### src/rtl/ps2d_pkg.sv
// shared package for the ps/2 set 2 scan code decoder
// holds key codes, layout tables, ring pointer helper and the command format
// no dependencies
package ps2d_pkg;

  localparam int FIFO_DEPTH = 16;
  localparam int PTR_W      = (FIFO_DEPTH > 1) ? $clog2(FIFO_DEPTH) : 1;
  localparam logic [PTR_W-1:0] PTR_LAST = PTR_W'(FIFO_DEPTH - 1);

  localparam int CMDQ_DEPTH = 2;
  localparam int CQ_PTR_W   = $clog2(CMDQ_DEPTH);
  localparam int CQ_CNT_W   = $clog2(CMDQ_DEPTH + 1);

  typedef enum logic [1:0] {
    FUNC_RECV      = 2'd0,
    FUNC_POP_ASCII = 2'd1,
    FUNC_POP_CODE  = 2'd2
  } func_t;

  // scan codes with special meaning
  localparam logic [7:0] KC_RELEASE  = 8'hF0;
  localparam logic [7:0] KC_EXTENDED = 8'hE0;
  localparam logic [7:0] KC_LSHIFT   = 8'h12;
  localparam logic [7:0] KC_RSHIFT   = 8'h59;
  localparam logic [7:0] KC_CTRL     = 8'h14;
  localparam logic [7:0] KC_ALT      = 8'h11;
  localparam logic [7:0] KC_SCROLL   = 8'h7E;
  localparam logic [7:0] KC_NUM      = 8'h77;
  localparam logic [7:0] KC_CAPS     = 8'h58;
  localparam logic [7:0] KC_UP       = 8'h75;
  localparam logic [7:0] KC_LEFT     = 8'h6B;
  localparam logic [7:0] KC_DOWN     = 8'h72;
  localparam logic [7:0] KC_RIGHT    = 8'h74;
  localparam logic [7:0] KC_KP_DOT   = 8'h71;

  localparam logic [7:0] ASCII_DEL   = 8'h7F;
  localparam logic [7:0] ASCII_COMMA = 8'h2C;

  typedef struct packed {
    logic [1:0] last_error;
    logic [2:0] led_bits;
    logic [3:0] arrow_keys;
    logic [2:0] modifier_keys;
  } status_t;

  // one decoded item on its way to the back end
  typedef struct packed {
    logic             pop_en;     // pop hit a stored byte
    logic             pop_ascii;  // 1 ascii store, 0 code store
    logic [PTR_W-1:0] rd_addr;
    logic             a_wr;
    logic [PTR_W-1:0] a_addr;
    logic [7:0]       a_data;
    logic             c_wr;
    logic [PTR_W-1:0] c_addr;
    logic [7:0]       c_data;
    logic             led_request;
    status_t          status;
  } cmd_t;

  function automatic logic [PTR_W-1:0] ring_next(input logic [PTR_W-1:0] p);
    ring_next = (p == PTR_LAST) ? '0 : p + PTR_W'(1);
  endfunction

  // german layout: {plain, shifted}, zero when the code is not in the layout
  function automatic logic [15:0] key_ascii_pair(input logic [6:0] idx);
    case (idx)
      7'h79: key_ascii_pair = {"+", "+"};
      7'h7B: key_ascii_pair = {"-", "-"};
      7'h7C: key_ascii_pair = {"*", "*"};
      7'h4A: key_ascii_pair = {"/", "/"};
      7'h5A: key_ascii_pair = {8'h0D, 8'h0D};
      7'h66: key_ascii_pair = {8'h08, 8'h08};
      7'h29: key_ascii_pair = {" ", " "};
      7'h41: key_ascii_pair = {",", ";"};
      7'h5B: key_ascii_pair = {"+", "*"};
      7'h4E: key_ascii_pair = {"-", "_"};
      7'h49: key_ascii_pair = {".", ":"};
      7'h1C: key_ascii_pair = {"a", "A"};
      7'h32: key_ascii_pair = {"b", "B"};
      7'h21: key_ascii_pair = {"c", "C"};
      7'h23: key_ascii_pair = {"d", "D"};
      7'h24: key_ascii_pair = {"e", "E"};
      7'h2B: key_ascii_pair = {"f", "F"};
      7'h34: key_ascii_pair = {"g", "G"};
      7'h33: key_ascii_pair = {"h", "H"};
      7'h43: key_ascii_pair = {"i", "I"};
      7'h3B: key_ascii_pair = {"j", "J"};
      7'h42: key_ascii_pair = {"k", "K"};
      7'h4B: key_ascii_pair = {"l", "L"};
      7'h3A: key_ascii_pair = {"m", "M"};
      7'h31: key_ascii_pair = {"n", "N"};
      7'h44: key_ascii_pair = {"o", "O"};
      7'h4D: key_ascii_pair = {"p", "P"};
      7'h15: key_ascii_pair = {"q", "Q"};
      7'h2D: key_ascii_pair = {"r", "R"};
      7'h1B: key_ascii_pair = {"s", "S"};
      7'h2C: key_ascii_pair = {"t", "T"};
      7'h3C: key_ascii_pair = {"u", "U"};
      7'h2A: key_ascii_pair = {"v", "V"};
      7'h1D: key_ascii_pair = {"w", "W"};
      7'h22: key_ascii_pair = {"x", "X"};
      7'h35: key_ascii_pair = {"z", "Z"};
      7'h1A: key_ascii_pair = {"y", "Y"};
      7'h45: key_ascii_pair = {"0", "="};
      7'h16: key_ascii_pair = {"1", "!"};
      7'h1E: key_ascii_pair = {"2", 8'h22};
      7'h26: key_ascii_pair = {"3", 8'hA7};
      7'h25: key_ascii_pair = {"4", "$"};
      7'h2E: key_ascii_pair = {"5", "%"};
      7'h36: key_ascii_pair = {"6", "&"};
      7'h3D: key_ascii_pair = {"7", "/"};
      7'h3E: key_ascii_pair = {"8", "("};
      7'h46: key_ascii_pair = {"9", ")"};
      7'h0E: key_ascii_pair = {"#", 8'h27};
      7'h55: key_ascii_pair = {"=", "?"};
      7'h5D: key_ascii_pair = {8'h5C, "?"};
      default: key_ascii_pair = 16'h0000;
    endcase
  endfunction

  // keypad digits, zero when not a keypad digit
  function automatic logic [7:0] keypad_ascii(input logic [6:0] idx);
    case (idx)
      7'h70: keypad_ascii = "0";
      7'h69: keypad_ascii = "1";
      7'h72: keypad_ascii = "2";
      7'h7A: keypad_ascii = "3";
      7'h6B: keypad_ascii = "4";
      7'h73: keypad_ascii = "5";
      7'h74: keypad_ascii = "6";
      7'h6C: keypad_ascii = "7";
      7'h75: keypad_ascii = "8";
      7'h7D: keypad_ascii = "9";
      default: keypad_ascii = 8'h00;
    endcase
  endfunction

endpackage

### src/rtl/ps2d_if.sv
// channel interfaces of the scan code decoder: input items and result items
// valid/ready handshake with the payload alongside, no dependencies
interface ps2d_in_if;
  logic       valid;
  logic       ready;
  logic [1:0] func;
  logic [7:0] scan_byte;
  logic       line_error;

  modport source (output valid, output func, output scan_byte, output line_error,
                  input ready);
  modport sink   (input valid, input func, input scan_byte, input line_error,
                  output ready);
endinterface

interface ps2d_out_if;
  logic       valid;
  logic       ready;
  logic [7:0] read_data;
  logic       read_valid;
  logic [1:0] last_error;
  logic       led_request;
  logic [2:0] led_bits;
  logic [3:0] arrow_keys;
  logic [2:0] modifier_keys;

  modport source (output valid, output read_data, output read_valid, output last_error,
                  output led_request, output led_bits, output arrow_keys,
                  output modifier_keys, input ready);
  modport sink   (input valid, input read_data, input read_valid, input last_error,
                  input led_request, input led_bits, input arrow_keys,
                  input modifier_keys, output ready);
endinterface

### src/rtl/ps2d_front.sv
// front end: accepts items, tracks key marks, flags and ring pointers
// and issues one command per item; depends on ps2d_pkg and ps2d_if
module ps2d_front (
  input  logic            clk,
  input  logic            rst_n,
  ps2d_in_if.sink         in_chan,
  input  logic            q_full,
  output logic            q_wr,
  output ps2d_pkg::cmd_t  q_cmd
);
  import ps2d_pkg::*;

  logic             rel_r, rel_nxt;
  logic             ext_r, ext_nxt;
  logic [2:0]       mod_r, mod_nxt;
  logic [2:0]       lock_r, lock_nxt;
  logic             ledp_r, ledp_nxt;
  logic [3:0]       arrow_r, arrow_nxt;
  logic [1:0]       err_r, err_nxt;
  logic [PTR_W-1:0] a_head_r, a_head_nxt, a_tail_r, a_tail_nxt;
  logic [PTR_W-1:0] c_head_r, c_head_nxt, c_tail_r, c_tail_nxt;

  logic             acc;
  logic [7:0]       b;
  logic             make;
  logic             not_flag_key;
  logic             plain;
  logic [7:0]       ch;
  logic [7:0]       kp;
  logic [15:0]      km;
  logic             sh;
  logic [PTR_W-1:0] a_nh, c_nh;

  assign in_chan.ready = !q_full;
  assign acc           = in_chan.valid && !q_full;
  assign q_wr          = acc;

  assign b    = in_chan.scan_byte;
  assign make = !(rel_r | b[7]);
  assign kp   = keypad_ascii(b[6:0]);
  assign km   = key_ascii_pair(b[6:0]);
  assign sh   = mod_r[0] ^ lock_r[2];
  assign a_nh = ring_next(a_head_r);
  assign c_nh = ring_next(c_head_r);

  always_comb begin
    rel_nxt      = rel_r;
    ext_nxt      = ext_r;
    mod_nxt      = mod_r;
    lock_nxt     = lock_r;
    ledp_nxt     = ledp_r;
    arrow_nxt    = arrow_r;
    err_nxt      = err_r;
    a_head_nxt   = a_head_r;
    a_tail_nxt   = a_tail_r;
    c_head_nxt   = c_head_r;
    c_tail_nxt   = c_tail_r;
    not_flag_key = 1'b0;
    plain        = 1'b0;
    ch           = 8'h00;
    q_cmd        = '0;

    if (acc) begin
      case (in_chan.func)
        FUNC_RECV: begin
          rel_nxt = 1'b0;
          case (b)
            KC_RELEASE:           rel_nxt = 1'b1;
            KC_EXTENDED:          ext_nxt = make;
            KC_LSHIFT, KC_RSHIFT: mod_nxt[0] = make;
            KC_CTRL:              mod_nxt[1] = make;
            KC_ALT:               mod_nxt[2] = make;
            KC_SCROLL: begin
              if (make) begin
                lock_nxt[0] = ~lock_r[0];
                ledp_nxt    = 1'b1;
              end
            end
            KC_NUM: begin
              if (make) begin
                lock_nxt[1] = ~lock_r[1];
                ledp_nxt    = 1'b1;
              end
            end
            KC_CAPS: begin
              if (make) begin
                lock_nxt[2] = ~lock_r[2];
                ledp_nxt    = 1'b1;
              end
            end
            default: not_flag_key = 1'b1;
          endcase

          // keypad arrows only while num lock is off
          if (not_flag_key) begin
            if (!lock_r[1]) begin
              case (b)
                KC_UP:    arrow_nxt[0] = make;
                KC_LEFT:  arrow_nxt[1] = make;
                KC_DOWN:  arrow_nxt[2] = make;
                KC_RIGHT: arrow_nxt[3] = make;
                default:  plain = 1'b1;
              endcase
            end else begin
              plain = 1'b1;
            end
          end

          if (plain) begin
            if (make) begin
              if (kp != 8'h00) begin
                ch = lock_r[1] ? kp : 8'h00;
              end else if (b == KC_KP_DOT) begin
                ch = (ext_r || !lock_r[1]) ? ASCII_DEL : ASCII_COMMA;
              end else if (km[15:8] != 8'h00) begin
                ch = sh ? km[7:0] : km[15:8];
              end else begin
                ch = b;
              end
            end
            err_nxt = {1'b0, in_chan.line_error};
            if (ch != 8'h00) begin
              if (a_nh != a_tail_r) begin
                a_head_nxt   = a_nh;
                q_cmd.a_wr   = 1'b1;
                q_cmd.a_addr = a_nh;
                q_cmd.a_data = ch;
              end else begin
                err_nxt[1] = 1'b1;
              end
            end
            if (c_nh != c_tail_r) begin
              c_head_nxt   = c_nh;
              q_cmd.c_wr   = 1'b1;
              q_cmd.c_addr = c_nh;
              q_cmd.c_data = b;
            end
          end
        end
        FUNC_POP_ASCII: begin
          q_cmd.led_request = ledp_r;
          ledp_nxt          = 1'b0;
          q_cmd.pop_ascii   = 1'b1;
          if (a_head_r != a_tail_r) begin
            a_tail_nxt    = ring_next(a_tail_r);
            q_cmd.pop_en  = 1'b1;
            q_cmd.rd_addr = ring_next(a_tail_r);
          end
        end
        FUNC_POP_CODE: begin
          q_cmd.led_request = ledp_r;
          ledp_nxt          = 1'b0;
          if (c_head_r != c_tail_r) begin
            c_tail_nxt    = ring_next(c_tail_r);
            q_cmd.pop_en  = 1'b1;
            q_cmd.rd_addr = ring_next(c_tail_r);
          end
        end
        default: ;
      endcase
    end

    // status as it stands after this item
    q_cmd.status.last_error    = err_nxt;
    q_cmd.status.led_bits      = lock_nxt;
    q_cmd.status.arrow_keys    = arrow_nxt;
    q_cmd.status.modifier_keys = mod_nxt;
  end

  always_ff @(posedge clk) begin
    if (!rst_n) begin
      rel_r    <= 1'b0;
      ext_r    <= 1'b0;
      mod_r    <= '0;
      lock_r   <= '0;
      ledp_r   <= 1'b0;
      arrow_r  <= '0;
      err_r    <= '0;
      a_head_r <= '0;
      a_tail_r <= '0;
      c_head_r <= '0;
      c_tail_r <= '0;
    end else begin
      rel_r    <= rel_nxt;
      ext_r    <= ext_nxt;
      mod_r    <= mod_nxt;
      lock_r   <= lock_nxt;
      ledp_r   <= ledp_nxt;
      arrow_r  <= arrow_nxt;
      err_r    <= err_nxt;
      a_head_r <= a_head_nxt;
      a_tail_r <= a_tail_nxt;
      c_head_r <= c_head_nxt;
      c_tail_r <= c_tail_nxt;
    end
  end

endmodule

### src/rtl/ps2d_cmd_queue.sv
// short command queue between the front end and the back end
// depends on ps2d_pkg
module ps2d_cmd_queue (
  input  logic           clk,
  input  logic           rst_n,
  input  logic           wr_en,
  input  ps2d_pkg::cmd_t wr_cmd,
  output logic           full,
  input  logic           rd_en,
  output ps2d_pkg::cmd_t rd_cmd,
  output logic           empty
);
  import ps2d_pkg::*;

  localparam logic [CQ_PTR_W-1:0] CQ_LAST = CQ_PTR_W'(CMDQ_DEPTH - 1);
  localparam logic [CQ_CNT_W-1:0] CQ_FULL = CQ_CNT_W'(CMDQ_DEPTH);

  cmd_t                slot_r [CMDQ_DEPTH];
  logic [CQ_PTR_W-1:0] wr_ptr_r, wr_ptr_nxt;
  logic [CQ_PTR_W-1:0] rd_ptr_r, rd_ptr_nxt;
  logic [CQ_CNT_W-1:0] cnt_r, cnt_nxt;
  logic                do_wr, do_rd;

  assign full   = (cnt_r == CQ_FULL);
  assign empty  = (cnt_r == '0);
  assign do_wr  = wr_en && !full;
  assign do_rd  = rd_en && !empty;
  assign rd_cmd = slot_r[rd_ptr_r];

  always_comb begin
    wr_ptr_nxt = wr_ptr_r;
    rd_ptr_nxt = rd_ptr_r;
    cnt_nxt    = cnt_r;
    if (do_wr) begin
      wr_ptr_nxt = (wr_ptr_r == CQ_LAST) ? '0 : wr_ptr_r + CQ_PTR_W'(1);
    end
    if (do_rd) begin
      rd_ptr_nxt = (rd_ptr_r == CQ_LAST) ? '0 : rd_ptr_r + CQ_PTR_W'(1);
    end
    case ({do_wr, do_rd})
      2'b10:   cnt_nxt = cnt_r + CQ_CNT_W'(1);
      2'b01:   cnt_nxt = cnt_r - CQ_CNT_W'(1);
      default: cnt_nxt = cnt_r;
    endcase
  end

  always_ff @(posedge clk) begin
    if (do_wr) begin
      slot_r[wr_ptr_r] <= wr_cmd;
    end
  end

  always_ff @(posedge clk) begin
    if (!rst_n) begin
      wr_ptr_r <= '0;
      rd_ptr_r <= '0;
      cnt_r    <= '0;
    end else begin
      wr_ptr_r <= wr_ptr_nxt;
      rd_ptr_r <= rd_ptr_nxt;
      cnt_r    <= cnt_nxt;
    end
  end

endmodule

### src/rtl/ps2d_back.sv
// back end: holds the ascii and scan code stores, carries out writes and
// reads in command order and drives the result register; depends on ps2d_pkg, ps2d_if
module ps2d_back (
  input  logic           clk,
  input  logic           rst_n,
  input  logic           q_empty,
  input  ps2d_pkg::cmd_t q_cmd,
  output logic           q_rd,
  ps2d_out_if.source     out_chan
);
  import ps2d_pkg::*;

  logic [7:0] ascii_mem [FIFO_DEPTH];
  logic [7:0] code_mem  [FIFO_DEPTH];

  logic       out_valid_r;
  logic [7:0] read_data_r;
  logic       read_valid_r;
  logic       led_request_r;
  status_t    status_r;

  assign q_rd = !q_empty && (!out_valid_r || out_chan.ready);

  always_ff @(posedge clk) begin
    if (q_rd && q_cmd.a_wr) begin
      ascii_mem[q_cmd.a_addr] <= q_cmd.a_data;
    end
    if (q_rd && q_cmd.c_wr) begin
      code_mem[q_cmd.c_addr] <= q_cmd.c_data;
    end
  end

  // registered read straight into the result register
  always_ff @(posedge clk) begin
    if (q_rd) begin
      if (!q_cmd.pop_en) begin
        read_data_r <= 8'h00;
      end else if (q_cmd.pop_ascii) begin
        read_data_r <= ascii_mem[q_cmd.rd_addr];
      end else begin
        read_data_r <= code_mem[q_cmd.rd_addr];
      end
      read_valid_r  <= q_cmd.pop_en;
      led_request_r <= q_cmd.led_request;
      status_r      <= q_cmd.status;
    end
  end

  always_ff @(posedge clk) begin
    if (!rst_n) begin
      out_valid_r <= 1'b0;
    end else if (q_rd) begin
      out_valid_r <= 1'b1;
    end else if (out_chan.ready) begin
      out_valid_r <= 1'b0;
    end
  end

  assign out_chan.valid         = out_valid_r;
  assign out_chan.read_data     = read_data_r;
  assign out_chan.read_valid    = read_valid_r;
  assign out_chan.led_request   = led_request_r;
  assign out_chan.last_error    = status_r.last_error;
  assign out_chan.led_bits      = status_r.led_bits;
  assign out_chan.arrow_keys    = status_r.arrow_keys;
  assign out_chan.modifier_keys = status_r.modifier_keys;

endmodule

### src/rtl/ps2d_scancode_to_ascii_decoder_core.sv
// PS/2 scan code set 2 decoder (german layout) with ascii and raw code rings.
// Every item, a received byte or a pop of either ring, gives exactly one
// result. The block takes one item per clock when the result side keeps up:
// the front end decodes a byte and updates the key flags and ring pointers
// as it accepts the item, and the back end performs at most one write or
// read on each ring memory per item. A result passes through the command
// queue and then the result register before it is presented; the two-entry
// command queue and the result register let both sides stall independently.
// Each ring keeps FIFO_DEPTH-1 bytes; a pop of an empty ring returns zero
// with read_valid low.
// depends on ps2d_pkg, ps2d_if, ps2d_front, ps2d_cmd_queue, ps2d_back
module ps2_scancode_to_ascii_decoder_core (
  input  logic        clk,
  input  logic        rst_n,
  ps2d_in_if.sink     in_chan,
  ps2d_out_if.source  out_chan
);
  import ps2d_pkg::*;

  logic q_wr, q_full, q_rd, q_empty;
  cmd_t q_wr_cmd, q_rd_cmd;

  ps2d_front u_front (
    .clk     (clk),
    .rst_n   (rst_n),
    .in_chan (in_chan),
    .q_full  (q_full),
    .q_wr    (q_wr),
    .q_cmd   (q_wr_cmd)
  );

  ps2d_cmd_queue u_queue (
    .clk    (clk),
    .rst_n  (rst_n),
    .wr_en  (q_wr),
    .wr_cmd (q_wr_cmd),
    .full   (q_full),
    .rd_en  (q_rd),
    .rd_cmd (q_rd_cmd),
    .empty  (q_empty)
  );

  ps2d_back u_back (
    .clk      (clk),
    .rst_n    (rst_n),
    .q_empty  (q_empty),
    .q_cmd    (q_rd_cmd),
    .q_rd     (q_rd),
    .out_chan (out_chan)
  );

endmodule
### src/flat_wrapper.sv
// flat-port wrapper written by rule: the top's interface ports become plain ports
module ps2_scancode_to_ascii_decoder_core_flat import ps2d_pkg::*;
  (clk, rst_n, in_chan_valid, in_chan_func, in_chan_scan_byte, in_chan_line_error, in_chan_ready, out_chan_valid, out_chan_read_data, out_chan_read_valid, out_chan_last_error, out_chan_led_request, out_chan_led_bits, out_chan_arrow_keys, out_chan_modifier_keys, out_chan_ready);
  ps2d_in_if in_chan_i ();
  ps2d_out_if out_chan_i ();
  input  logic clk;
  input  logic rst_n;
  input wire logic [$bits(in_chan_i.valid)-1:0] in_chan_valid;
  input wire logic [$bits(in_chan_i.func)-1:0] in_chan_func;
  input wire logic [$bits(in_chan_i.scan_byte)-1:0] in_chan_scan_byte;
  input wire logic [$bits(in_chan_i.line_error)-1:0] in_chan_line_error;
  output wire logic [$bits(in_chan_i.ready)-1:0] in_chan_ready;
  output wire logic [$bits(out_chan_i.valid)-1:0] out_chan_valid;
  output wire logic [$bits(out_chan_i.read_data)-1:0] out_chan_read_data;
  output wire logic [$bits(out_chan_i.read_valid)-1:0] out_chan_read_valid;
  output wire logic [$bits(out_chan_i.last_error)-1:0] out_chan_last_error;
  output wire logic [$bits(out_chan_i.led_request)-1:0] out_chan_led_request;
  output wire logic [$bits(out_chan_i.led_bits)-1:0] out_chan_led_bits;
  output wire logic [$bits(out_chan_i.arrow_keys)-1:0] out_chan_arrow_keys;
  output wire logic [$bits(out_chan_i.modifier_keys)-1:0] out_chan_modifier_keys;
  input wire logic [$bits(out_chan_i.ready)-1:0] out_chan_ready;
  assign in_chan_i.valid = in_chan_valid;
  assign in_chan_i.func = in_chan_func;
  assign in_chan_i.scan_byte = in_chan_scan_byte;
  assign in_chan_i.line_error = in_chan_line_error;
  assign in_chan_ready = in_chan_i.ready;
  assign out_chan_valid = out_chan_i.valid;
  assign out_chan_read_data = out_chan_i.read_data;
  assign out_chan_read_valid = out_chan_i.read_valid;
  assign out_chan_last_error = out_chan_i.last_error;
  assign out_chan_led_request = out_chan_i.led_request;
  assign out_chan_led_bits = out_chan_i.led_bits;
  assign out_chan_arrow_keys = out_chan_i.arrow_keys;
  assign out_chan_modifier_keys = out_chan_i.modifier_keys;
  assign out_chan_i.ready = out_chan_ready;
  ps2_scancode_to_ascii_decoder_core u_core (.clk(clk), .rst_n(rst_n), .in_chan(in_chan_i), .out_chan(out_chan_i));
endmodule
### config.mk
export PLATFORM = sky130hd
export DESIGN_NAME = ps2_scancode_to_ascii_decoder_core_flat
export DESIGN_NICKNAME = d
export VERILOG_FILES = /design/src/rtl/ps2d_pkg.sv /design/src/rtl/ps2d_if.sv /design/src/rtl/ps2d_front.sv /design/src/rtl/ps2d_cmd_queue.sv /design/src/rtl/ps2d_back.sv /design/src/rtl/ps2d_scancode_to_ascii_decoder_core.sv /design/src/flat_wrapper.sv
export SDC_FILE = /design/constraint.sdc
export NUM_CORES = 1
export LEC_CHECK = 0
export BUFFER_PORTS_ARGS = -buffer_cell sky130_fd_sc_hd__buf_2
export CAP_MARGIN = 20
export CORE_ASPECT_RATIO = 0.8
export CORE_MARGIN = 2
export CORE_UTILIZATION = 50
export DETAILED_ROUTE_END_ITERATION = 8
export HOLD_SLACK_MARGIN = 0.02
export PLACE_DENSITY = 0.66
export SETUP_SLACK_MARGIN = 0.5
export SYNTH_ARGS = -nofsm -noshare
export SYNTH_HDL_FRONTEND = slang
export SYNTH_SLANG_ARGS = --single-unit
### constraint.sdc
create_clock -name clk -period 6.9 [get_ports clk]
set_input_delay 1.725 -clock clk [delete_from_list [all_inputs] [get_ports clk]]
set_output_delay 1.725 -clock clk [all_outputs]
set_load 0.1 [all_outputs]
==> impl_metrics.ini <==
[final_layout]
fin_area_um2 = 20300
areaGrowthSynthToFinish_pct = 10.1
fillerInstances = 2918
fin_nets = 1346
drive_gt1_frac = 0.177
n_antenna_cell = 0

[worst_setup_path]
cpMaxStageDelayCell = a2111oi_4
required_ps = 7180
critPathMaxStageDelay_ps = 590
arrival_ps = 5600
crit_family = compound AO/OA/AOI/OAI gates
path_max_fanout = 21
r2r_slack_ps = 2850
cp_num_buf_inv = 2
critPathKind = in -> reg
start_kind = input port
crit_chain = buf_2, inv_1, ha_1, mux2_2, o21ai_0, o221ai_1, a2111oi_4, nand2_1, or3_4, a311oi_4, a21oi_4, and2_1
worstSetupEndpointType = register
r2r_end = u_core.u_back.out_chan.read_data[0]$_SDFFCE_PN0P_
reg2regPathDepth = 10

[clock_tree]
post_cts_buffers = 0
clk_pin_slew_worst_paths_ps = 70
cts_resized = 0
cts.sinks = 405
htreeDepth = 2
cts_made_buffers = 39
cts-hold-fix-buffers = 0
cts_tree = built
cts_max_path_buffers = 3
clk_latency_ps = 550
cts_root_buf = clkbuf_16

[synthesis]
ys_seq_area_frac = 0.639
syn_inst = 1302
synth_nets = 1335
ys_seq_elements = 405
synth.distinct_cells = 83
synth.most_common_cell = edfxtp_1
synthTopCellsByArea = edfxtp_1 (60%), mux4_2 (7.8%), dfxtp_1 (4.0%)
yosys_warnings = 0
synth_area_um2 = 18500
async_flop_share = 0
synth_top_cell_area_share = 0.598
synth_top_area_cell = edfxtp_1
avgSynthCellArea_um2 = 14.2
synth-edff-count = 368
synth_flop_cell = edfxtp_1
synth_common_cells = edfxtp_1 (368), nand2_1 (126), nor2_1 (91), mux4_2 (64), clkbuf_1 (49)

[sta]
setup_tns_ps = 0
hold_violations = 0
fmax_mhz = 188
period_minus_slack_ps = 5330
fin_worst_skew_ps = 26.3
setup_viol = 0
drv_slew = 0
rsz0062_at_grt = false
maxSlewHeadroom = 0.254
tightest_slew_ps = 1090
fin_crit_sh = 0.772

[power]
leakagePower_nw = 6.87
ir_drop_uv = 394
power_density_nw_per_um2 = 362

[routing]
wire_per_inst_um = 23.2
ant_nets = 0
wl_met3_um = 3220
drt-initial-drc-count = 1205
dr.max_layer_used = met4
drc = 0
routed-via-count = 11100
via_per_inst = 6.10
wl_met2_um = 19100
dr.pass1.iters = 7
wirelength_um = 42300
wl_met1_um = 18900

[floorplan]
core_um2 = 36100
fp-row-count = 62
initial_core_util = 0.511
pin_count = 39
die_height_um = 176
die_area_um2 = 38500
die_w_um = 219

[grt]
grt_overflow = 0
grt_use_total = 0.223
antenna_found_initial = 0
grt_pass1_wl_um = 65100
grt_pass1_vias = 11000
grt_max_degree = 66

[hold_path]
hold_depth = 1
hp-start = u_core.u_front.ext_r$_SDFFE_PN0P_
min_path_type = reg -> reg
min_to = u_core.u_front.ext_r$_SDFFE_PN0P_

[placement]
hpwl_um = 27200
gp_congestion = 0.907
place_area_um2 = 19000
port_buffers = 38

[flow_run]
maxCapViolCount = 0

[run_status]
status = finished, final reports clean
-- layout by cell type (no fill, tap or decap), drive strengths merged, types with 17 or more instances in the layout --
cell | synthesis | routed
mux2 | 44 | 44
and2 | 43 | 43
mux2i | 32 | 32
mux4 | 64 | 64
a21oi | 28 | 28
buf | 34 | 53
dfxtp | 37 | 37
clkbuf | 49 | 49
a211oi | 20 | 20
edfxtp | 368 | 368
nor2b | 21 | 21
and3 | 19 | 19
o21ai | 37 | 37
nor2 | 92 | 92
a31oi | 19 | 19
inv | 26 | 30
nand2 | 126 | 126
xor2 | 17 | 17
nand3 | 37 | 37
ha | 18 | 18
-- layer usage --
metal / vias up / GRT usage
li1: 5024 / -
met1: 5557 / 0.332
met2: 461 / 0.338
met3: 74 / 0.0386
met4: 0 / 0.0687
met5: - / 0
-- power breakdown --
part	switching (W)	internal, W	total (W)
logic	0.00147	0.000607	0.00208
registers	0.0000584	0.00307	0.00312
clock network	0.000901	0.00126	0.00216
total	0.00243	0.00493	0.00736
-- state kept, by name, summed over array words and instances (netlist names), 2 cells and up, named ones only --
name                                  flops
u_core.u_front.a_tail_r                   4
u_core.u_back.ascii_mem                 128
u_core.u_front.a_head_r                   4
u_core.u_front.lock_r                     3
u_core.u_front.c_tail_r                   4
u_core.u_back.out_chan.modifier_keys      3
u_core.u_queue.slot_r                    90
u_core.u_front.arrow_r                    4
u_core.u_front.mod_r                      3
u_core.u_back.out_chan.read_data          8
u_core.u_back.code_mem                  128
u_core.u_front.c_head_r                   4
u_core.u_back.out_chan.last_error         2
u_core.u_back.out_chan.led_bits           3
u_core.u_back.out_chan.arrow_keys         4
u_core.u_front.err_r                      2
u_core.u_queue.cnt_r                      2
-- through the flow --
| stage | setup WS, ps | hold slack, ps | cells | utilization | total power, W |
|---|---|---|---|---|---|
| final | 1570 | 455 | 1823 | 0.562 | 0.00736 |
| after global routing | 1330 | 479 | 1823 | 0.562 | 0.00766 |
| after CTS | 1660 | 454 | 1823 | 0.562 | 0.00741 |
| after detailed placement | 1100 | 445 | 1752 | 0.527 | 0.00525 |
| after global placement | 1210 | 438 | 1751 | 0.526 | 0.00523 |
| after floorplan | 1750 | 423 | 1302 | - | 0.00471 |
-- cell type report --
cell class / count / area (um^2) / area share
well taps: 480 / 601 / 0.0295
inverters: 27 / 101 / 0.00499
multi-input cells: 787 / 6230 / 0.306
repair buffers: 53 / 315 / 0.0155
clock buffers: 49 / 1030 / 0.0508
clock inverters: 22 / 254 / 0.0125
flip-flops and latches: 405 / 11800 / 0.580
-- cell families after synthesis --
| logic type | synth area share |
|---|---|
| AOI/OAI and AO/OA | 0.0802 |
| xor gates and xnor gates | 0.0152 |
| adders and majority gates | 0.0122 |
| buffers and inverters | 0.0264 |
| DFF | 0.639 |
| muxes | 0.122 |
| and+or+nand+nor | 0.105 |
-- how the worst max path moves through the flow --
| stage | from | slack (ps) | cells past startpoint | to |
|---|---|---|---|---|
| after floorplan | in_chan_scan_byte[1] | 1750 | 14 | u_core.u_queue.slot_r[0][31]$_DFFE_PP_ |
| after global placement | in_chan_scan_byte[1] | 1210 | 12 | u_core.u_queue.slot_r[0][31]$_DFFE_PP_ |
| after detailed placement | in_chan_scan_byte[1] | 1100 | 12 | u_core.u_queue.slot_r[0][31]$_DFFE_PP_ |
| after CTS | in_chan_scan_byte[1] | 1660 | 12 | u_core.u_queue.slot_r[1][36]$_DFFE_PP_ |
| after global routing | in_chan_scan_byte[3] | 1330 | 11 | u_core.u_queue.slot_r[1][36]$_DFFE_PP_ |
| final | in_chan_scan_byte[1] | 1570 | 12 | u_core.u_queue.slot_r[1][37]$_DFFE_PP_ |
Power figures use the tool's default switching activity.
